$ cat config.mk
export PLATFORM = sky130hd
export DESIGN_NAME = pipfc_queue
export DESIGN_NICKNAME = d
export VERILOG_FILES = /design/src/hw/rtl/pipfc_queue.sv
export SDC_FILE = /design/constraint.sdc
export NUM_CORES = 1
export LEC_CHECK = 0
export ABC_CLOCK_PERIOD_IN_PS = 1400
export BUFFER_PORTS_ARGS = -buffer_cell sky130_fd_sc_hd__buf_2
export CAP_MARGIN = 20
export CORE_MARGIN = 5
export CORE_UTILIZATION = 43
export CTS_CLUSTER_SIZE = 12
export DETAILED_ROUTE_END_ITERATION = 6
export PLACE_DENSITY = 0.71
export SLEW_MARGIN = 25
export SYNTH_ARGS = -nofsm -noshare
export SYNTH_HDL_FRONTEND = slang
export SYNTH_SLANG_ARGS = --single-unit
$ cat constraint.sdc
create_clock -name clk_i -period 1.4 [get_ports clk_i]
set_input_delay 0.14 -clock clk_i [delete_from_list [all_inputs] [get_ports clk_i]]
set_output_delay 0.14 -clock clk_i [all_outputs]
set_load 0.005 [all_outputs]
$ cat src/hw/rtl/pipfc_queue.sv
module pipfc_queue #(
  parameter int unsigned Width = 8
) (
  input  logic             clk_i,
  input  logic             rst_ni,
  input  logic             in_valid_i,
  output logic             in_ready_o,
  input  logic [Width-1:0] in_data_i,
  output logic             out_valid_o,
  input  logic             out_ready_i,
  output logic [Width-1:0] out_data_o
);

  logic [Width-1:0] mem_q [2];
  logic             wr_q, rd_q;
  logic [1:0]       cnt_q;

  assign in_ready_o  = (cnt_q != 2'd2);
  assign out_valid_o = (cnt_q != 2'd0);
  assign out_data_o  = mem_q[rd_q];

  always_ff @(posedge clk_i) begin
    if (in_valid_i && in_ready_o) begin
      mem_q[wr_q] <= in_data_i;
    end
  end

  always_ff @(posedge clk_i or negedge rst_ni) begin
    if (!rst_ni) begin
      wr_q  <= 1'b0;
      rd_q  <= 1'b0;
      cnt_q <= 2'd0;
    end else begin
      if (in_valid_i && in_ready_o) wr_q <= ~wr_q;
      if (out_valid_o && out_ready_i) rd_q <= ~rd_q;
      unique case ({in_valid_i && in_ready_o, out_valid_o && out_ready_i})
        2'b10:   cnt_q <= cnt_q + 2'd1;
        2'b01:   cnt_q <= cnt_q - 2'd1;
        default: cnt_q <= cnt_q;
      endcase
    end
  end

endmodule

# [Word level (Yosys, flattened, before mapping)]
# Memory sizes are Yosys's and may differ from the RTL's.
# Index checks and enable logic that the tools add are counted.
[word_totals] regBits=4 ram_bits=16 inputBits=12 out_inout_bits=10 wordCells=18 mem_count=1
[op_classes] n_addsub=2 n_eq_ne=3 n_mux=3 bitwise=2 n_reduce_logical=4
[mem_list] name="mem_q" depth=2 width=8 rd=1 rd_ports_with_merged_regs=0 write_ports=1 line="14" text="logic [Width-1:0] mem_q [2];"
[op_table] operator="$pmux W2 S2" count=1
[op_table] operator="$reduce_bool A2 Y1" count=2
[op_table] operator="$add A2 B1 Y2 const B" count=1
[op_table] operator="$eq A2 B1 Y1 const B" count=1
[op_table] operator="$eq A2 B2 Y1 const B" count=1
[op_table] operator="$logic_and A1 B1 Y1" count=2
[op_table] operator="$mux W1" count=2
[op_table] operator="$ne A2 B2 Y1 const B" count=1
[op_table] operator="$not A1 Y1" count=2
[op_table] operator="$sub A2 B1 Y2 const B" count=1

# [Longest topological paths before layout]
# Gate-level depths: netlist of run 1.
[depth] depth_word=4 mapped_depth=6 depth_no_buf=6

# [Worst setup path after synthesis of run 1]
# No wires, ideal clock.
[synth_timing] path_kind="reg2reg" from="reg cnt_q[0]" to="reg cnt_q[1]" setup_time_ns=0.079 arrival_time_ns=1.363 required_ns=1.321 slack_ns=-0.042 path_stages_with_launch=6 path_buffers=0 period_less_slack_ns=1.442 path_cell_list="dfrtp_1 > or2_1 > and2_4 > ha_1 > nor2_1 > xor2_1"
[synth_via] elab_chain_len=4 word_cells_on_any_way=10 classes_between="2 x add/sub; 3 x eq/ne; 1 x mux; 4 x reduce/logical"
[synth_rtl] element="start: declaration" line="16" text="logic [1:0] cnt_q;"
[synth_rtl] element="start signal: assignment" line="37" text="2'b10: cnt_q <= cnt_q + 2'd1;"
[synth_rtl] element="start signal: assignment" line="38" text="2'b01: cnt_q <= cnt_q - 2'd1;"
[synth_rtl] element="start signal: assignment" line="39" text="default: cnt_q <= cnt_q;"
[synth_rtl] element="$reduce_bool A2 Y1 *" line="19" text="assign out_valid_o = (cnt_q != 2'd0);"
[synth_rtl] element="net out_valid_o" line="9" text="output logic out_valid_o,"
[synth_rtl] element="$logic_and A1 B1 Y1 *" line="36" text="unique case ({in_valid_i && in_ready_o, out_valid_o && out_ready_i})"
[synth_rtl] element="$eq A2 B1 Y1 or $eq A2 B2 Y1 (tied branches)" line="36"
[synth_rtl] element="$pmux W2 S2 or $reduce_bool A2 Y1 (tied branches)"
# The timed path passes the listed nets; every way through them passes the cells marked *.
# A chain may end at the register's enable or synchronous reset.

# [Final worst setup path of run 1]
[layout_timing] from="reg cnt_q[0]" to="reg cnt_q[1]"
[layout_via] elab_chain_len=4 word_cells_on_any_way=10 classes_between="2 x add/sub; 3 x eq/ne; 1 x mux; 4 x reduce/logical"
[layout_rtl] element="$ne A2 B2 Y1 or $reduce_bool A2 Y1 (tied branches)" line="18, 19"
[layout_rtl] element="$logic_and A1 B1 Y1" line="36"
[layout_rtl] element="$eq A2 B1 Y1 or $eq A2 B2 Y1 (tied branches)" line="36"
[layout_rtl] element="$pmux W2 S2 or $reduce_bool A2 Y1 (tied branches)"
# Several ways; a longest one is shown, not always the timed one.

==> summary.md, run 1 <==
| Metric | Value |
|---|---|
| Status | `complete, but fails checks` |
| Violations in the final reports | `setup timing` |
| Worst Path Arrival | `around 1.6 ns` |
| Ant. Diodes | `0` |
| Pwr dens | `2020 nW/um2` |
| Final worst path period share | `102%` |
| Switch share | `between 20 and 30%` |
| H-tree depth | `1` |
| Vias | `462` |
| Count leader, synth | `edfxtp_1` |
| Clock transition at path regs | `about 0.11 ns` |
| Post-synth EDFFs | `16` |
| Leak | `roughly 0.00046 uW` |
| Post-Synthesis Cells | `42` |
| Data required, critical path | `between 1.5 and 2 ns` |
| Total die area | `between 2000 and 3000 um2` |
| Drt first pass iters | `1` |
| CTS tree | `done` |
| Ranking of synthesized cells by area | `edfxtp_1 (62%), dfrtp_1 (13%), mux2_2 (12%)` |
| Setup WS post-layout | `-0.0271 ns` |
| Gr ovfl total | `0` |
| CTS Sinks | `20` |
| Crit path max fanout | `3` |
| Clock Root Buffer | `clkbuf_4` |
| Slew Viols, Final | `0` |
| Hold Crit Class | `in -> reg` |
| Layout cells sized above 1 | `62.8%` |
| Synthesized cell area | `a little under 800 um2` |
| Worst-margin pin slew | `around 0.36 ns` |
| VDD IR max | `1.14 mV` |
| # DRC | `0` |
| Final WL | `around 1.3 mm` |
| Initial antenna violation count | `0` |
| Part of the power in registers | `roughly two fifths` |
| Vias in the first global route | `about 500` |
| Row Count | `15` |
| Post-layout min period | `between 1 and 1.5 ns` |
| HPWL Detailed | `930 um` |
| Tot GR Track Use | `10.9%` |
| Switch Pwr | `623 uW` |
| CTS max path bufs | `2` |
| Pin count of the biggest net entering global routing | `12` |
| Synth unique cells | `13` |
| Crit. End Element | `flip-flop` |
| Vias per inst | `4.49` |
| Seq/Total Area, Yosys | `between 70% and 80%` |
| Die height | `between 50 and 60 um` |
| Combinational Power Share | `between 40 and 50%` |
| Post-synth top area share | `62.3%` |
| Synthesis Warnings | `0` |
| Io pins | `22` |
| Gpl congestion | `0.732` |
| Synth Net Count | `55` |
| Slew HR | `around three quarters` |
| First-pass GRT wire length | `around 2.2 mm` |
| Max Freq | `between 700 and 800 MHz` |
| Crit start category | `flip-flop` |
| P&R area growth vs syn | `42.5%` |
| Total core area | `roughly 1700 um2` |
| FFs w/ async S/R, synth | `around 20%` |
| WL per Instance | `around 12 um` |
| Clock Latency Late Sink | `between 0.2 and 0.3 ns` |
| Synth Flop Type | `edfxtp_1` |
| IO buf count | `21` |
| Clk pwr share | `between 10% and 20%` |
| Power Internal | `approximately 1600 uW` |
| Layout Skew | `between 0.01 and 0.015 ns` |
| Total negative slack | `-0.0294 ns` |
| Setup-failing EPs final | `2` |
| First DRT Iteration DRCs | `0` |
| RSZ-0062 raised after global routing | `true` |
| Die X | `~52 um` |
| Critical path type | `reg -> reg` |
| Synthesized area per cell | `~18 um2` |
| Reported max-cap violation count | `0` |
| CTS Buf Count | `3` |
| Final Core Density | `64.3%` |
| Cell taking the most area after synthesis | `edfxtp_1` |
| Final Hold Viols | `0` |
| Nets | `between 90 and 100` |
| Top cells by count, synth | `edfxtp_1 (16), mux2_2 (8), dfrtp_1 (4), xnor2_1 (3)` |
| Initial Util | `45.1%` |
| Antenna Nets Post-Route | `0` |
| Seq cells post-synth | `20` |
==> state kept, by name, indices dropped and copies added, names as in the netlist <==
register / count
cnt_q: 2
rd_q: 1
mem_q: 16
wr_q: 1
==> final timing paths <==
path	from	to	slack, ns	depth (start not counted)
worst min-delay path	in_data_i[3]	mem_q[1][3]	0.03	1
worst max register to register	cnt_q[0]	cnt_q[1]	-0.03	6
worst min register to register	wr_q	wr_q	0.54	1
worst max-delay path	cnt_q[0]	cnt_q[1]	-0.03	6
max in group asynchronous	rst_ni	rd_q	1.09	2
min in group asynchronous	rst_ni	cnt_q[0]	0.17	2
==> cell type report <==
cell class	instances	area, um2
Fill cell	149	609
Sequential cell	20	582
Timing Repair Buffer	33	238
Multi-Input combinational cell	21	221
Tap cell	25	31.3
Clock buffer	4	26.3
==> layer usage <==
layer	wire (um)	track usage [%]	vias up	share of wire [%]
met1	490	12.6	225	38
li1	-	-	225	-
met3	63	2.85	0	4.9
met4	0	2.55	0	0
met5	0	0	-	0
met2	730	19.8	12	57
==> critical path, stage by stage, from the launching register on <==
cell	delay, ns
dfrtp_1	0.41
or2_1	0.25
and2_4	0.16
ha_4	0.16
xnor2_2	0.15
nor2_2	0.05
xor2_1	0.15
==> cell families after synthesis <==
| family | synth area share, % |
|---|---|
| simple gates | 5.03 |
| flops | 75.3 |
| fa+ha+maj | 1.62 |
| mux | 11.7 |
| xor+xnor | 5.68 |
| buf+inv | 0.649 |
==> power by group through the flow <==
stage	registers (uW)	logic (uW)	clock network [uW]
after detailed placement	949	708	0
after floorplan	894	430	0
after global routing	927	1130	308
final	907	1040	272
after CTS	898	880	278
after global placement	941	691	0
==> per-stage QoR <==
| step | setup WS [ns] | hold slack, ns | cells | area [um2] | total power (uW) |
|---|---|---|---|---|---|
| 2_1_floorplan | -0.0114 | -0.156 | 42 | 773 | 1320 |
| 6_report | -0.0271 | 0.0266 | 103 | 1100 | 2220 |
| 5_1_grt | -0.111 | 0.0125 | 103 | 1100 | 2370 |
| 4_1_cts | -0.0152 | 0.0220 | 102 | 1040 | 2060 |
| 3_3_place_gp | 0.0198 | -0.0482 | 94 | 957 | 1630 |
| 3_5_place_dp | -0.0116 | -0.0450 | 94 | 957 | 1660 |
==> what timing repair did <==
item,4_1_cts,5_1_grt
endpoints found under the hold margin,4,0
buffers inserted,3,1
pin swaps,3,0
resized for setup,6,12
setup endpoints to repair,9,19
hold buffers,1,0
==> placed cells by master (no fill, tap or decap) <==
master         count
nand2b_1           1
and2_4             1
nor2_2             2
dfrtp_1            3
xnor2_1            2
clkbuf_4           3
xnor2_2            1
clkbuf_1           1
and3_1             1
or2_1              1
buf_2             17
edfxtp_1          16
dlygate4sd3_1      1
buf_6              8
dfrtp_2            1
buf_4              7
nand2_1            1
mux2_2             5
ha_4               1
xor2_1             2
mux2_4             3
No activity file was read; power rests on OpenSTA's default activity.
==> run 2, diff against run 1 <==
Settings changed: RECOVER_POWER set to 100.
==> summary.md, run 2 (same netlist as run 1, synthesis figures left out) <==
| Metric | Value |
|---|---|
| CTS max path bufs | `2` |
| Worst-margin pin slew | `between 0.3 and 0.4 ns` |
| Power Total | `~2200 uW` |
| Layout cells sized above 1 | `56.4%` |
| Setup WS post-layout | `-0.0286 ns` |
| CTS tree | `done` |
| Dpl ws | `-0.0116 ns` |
| VDD IR max | `~1.1 mV` |
| Ant. Diodes | `0` |
| Hold Crit Class | `in -> reg` |
| Switch Pwr | `between 600 and 700 uW` |
| First-pass GRT wire length | `2.15 mm` |
| Die height | `around 52 um` |
| Die X | `~52 um` |
| Initial antenna violation count | `0` |
| Initial Util | `a little under half` |
| Most common cell after layout, fill and taps aside | `edfxtp_1` |
| Commonest non-fill, non-tap cells in the layout | `edfxtp_1 (16), buf_2 (13), clkbuf_1 (6), buf_6 (6), buf_4 (6)` |
| Final WL | `1.29 mm` |
| Final Hold Viols | `0` |
| Hold depth | `1` |
| CTS Sinks | `20` |
| Status | `complete, but fails checks` |
| Switch share | `28.3%` |
| Crit. End Element | `flip-flop` |
| WL per Instance | `roughly 13 um` |
| Crit start category | `flip-flop` |
| Slew Viols, Final | `0` |
| Antenna Nets Post-Route | `0` |
| Total die area | `~2700 um2` |
| Part of the power in registers | `a little over two fifths` |
| HPWL Detailed | `roughly 930 um` |
| Top reg by flops | `mem_q` |
| Data required, critical path | `1.58 ns` |
| Row Count | `15` |
| Pin count of the biggest net entering global routing | `12` |
| Final worst path period share | `102%` |
| Clk pwr share | `12.5%` |
| CTS Buf Count | `3` |
| Combinational Power Share | `45.8%` |
| Clock Latency Late Sink | `between 0.2 and 0.3 ns` |
| Layout Skew | `0.0107 ns` |
| Largest registers | `mem_q: 16 flops, cnt_q: 2 flops` |
| Drt first pass iters | `1` |
| Violations in the final reports | `setup timing` |
| First DRT Iteration DRCs | `0` |
| Gr ovfl total | `0` |
| Crit path max fanout | `3` |
| Min Hold Slack | `about 0.027 ns` |
| Critical path type | `reg -> reg` |
| Post-layout min period | `between 1 and 1.5 ns` |
| Slew HR | `about three quarters` |
| Vias per inst | `around 4.5` |
| P&R area growth vs syn | `40.1%` |
| Total core area | `1710 um2` |
| Tot GR Track Use | `a little over a tenth` |
| Setup-failing EPs final | `2` |
| # DRC | `0` |
| RSZ-0062 raised after global routing | `true` |
| Clock transition at path regs | `approximately 0.11 ns` |
| Power Internal | `1560 uW` |
| Reported max-cap violation count | `0` |
| IO buf count | `21` |
| Max Freq | `approximately 700 MHz` |
| R2R depth | `6` |
| Leak | `0.000439 uW` |
| Clock Root Buffer | `clkbuf_4` |
| Max FFs per register | `16` |
| H-tree depth | `1` |
| Gpl congestion | `approximately 0.73` |
| Vias in the first global route | `~510` |
| Worst Path Arrival | `approximately 1.6 ns` |
| Pwr dens | `just over 2000 nW/um2` |
| Nets | `slightly above 90` |
| Vias | `459` |
| Io pins | `22` |
run 2: what timing repair did:
item,in CTS,in global routing
hold buffers,1,0
resized for setup,6,12
endpoints found under the hold margin,4,0
buffers inserted,3,1
pin swaps,3,0
setup endpoints to repair,9,19
run 2: area by class of cell:
type | count | area (um2)
clock buffer | 4 | 26.3
tap | 25 | 31.3
sequential | 20 | 582
timing repair buffer | 33 | 219
multi-input combinational | 21 | 221
fill | 156 | 628
run 2: path summary, 6_finish.rpt:
kind / start / to / slack (ns)
worst max-delay path: cnt_q[0] / cnt_q[1] / -0.03
worst min-delay path: in_data_i[3] / mem_q[1][3] / 0.03
worst max register to register: cnt_q[0] / cnt_q[1] / -0.03
worst min register to register: wr_q / wr_q / 0.54
max in group asynchronous: rst_ni / rd_q / 0.97
min in group asynchronous: rst_ni / cnt_q[0] / 0.20
run 2: stage by stage:
step	instances	setup TNS, ns	instance area [um2]	utilization (%)
after floorplan	42	-0.0114	773	-
final	103	-0.0324	1080	63.2
after global placement	94	0	957	56.0
after detailed placement	94	-0.0116	957	56.0
after global routing	103	-0.474	1080	63.2
after CTS	102	-0.0152	1040	60.8
run 2: power by group through the flow:
stage          clock network [uW]  logic, uW  registers (uW)
2_1_floorplan                   0        430             894
3_3_place_gp                    0        691             941
3_5_place_dp                    0        708             949
4_1_cts                       278        880             898
5_1_grt                       308       1090             927
6_report                      272        996             906
run 2: metal layers:
| metal | wire (um) | vias up | global-route usage, % | part of all wire [%] |
|---|---|---|---|---|
| met2 | 735 | 12 | 19.8 | 57 |
| met5 | 0 | - | 0 | 0 |
| met1 | 489 | 222 | 12.6 | 38 |
| met3 | 63 | 0 | 2.85 | 4.9 |
| met4 | 0 | 0 | 2.55 | 0 |
| li1 | - | 225 | - | - |
run 2: critical path: stages (launching register included):
cell	delay, ns
dfrtp_1	0.41
or2_1	0.25
and2_4	0.16
ha_4	0.16
xnor2_2	0.15
nor2_2	0.05
xor2_1	0.15
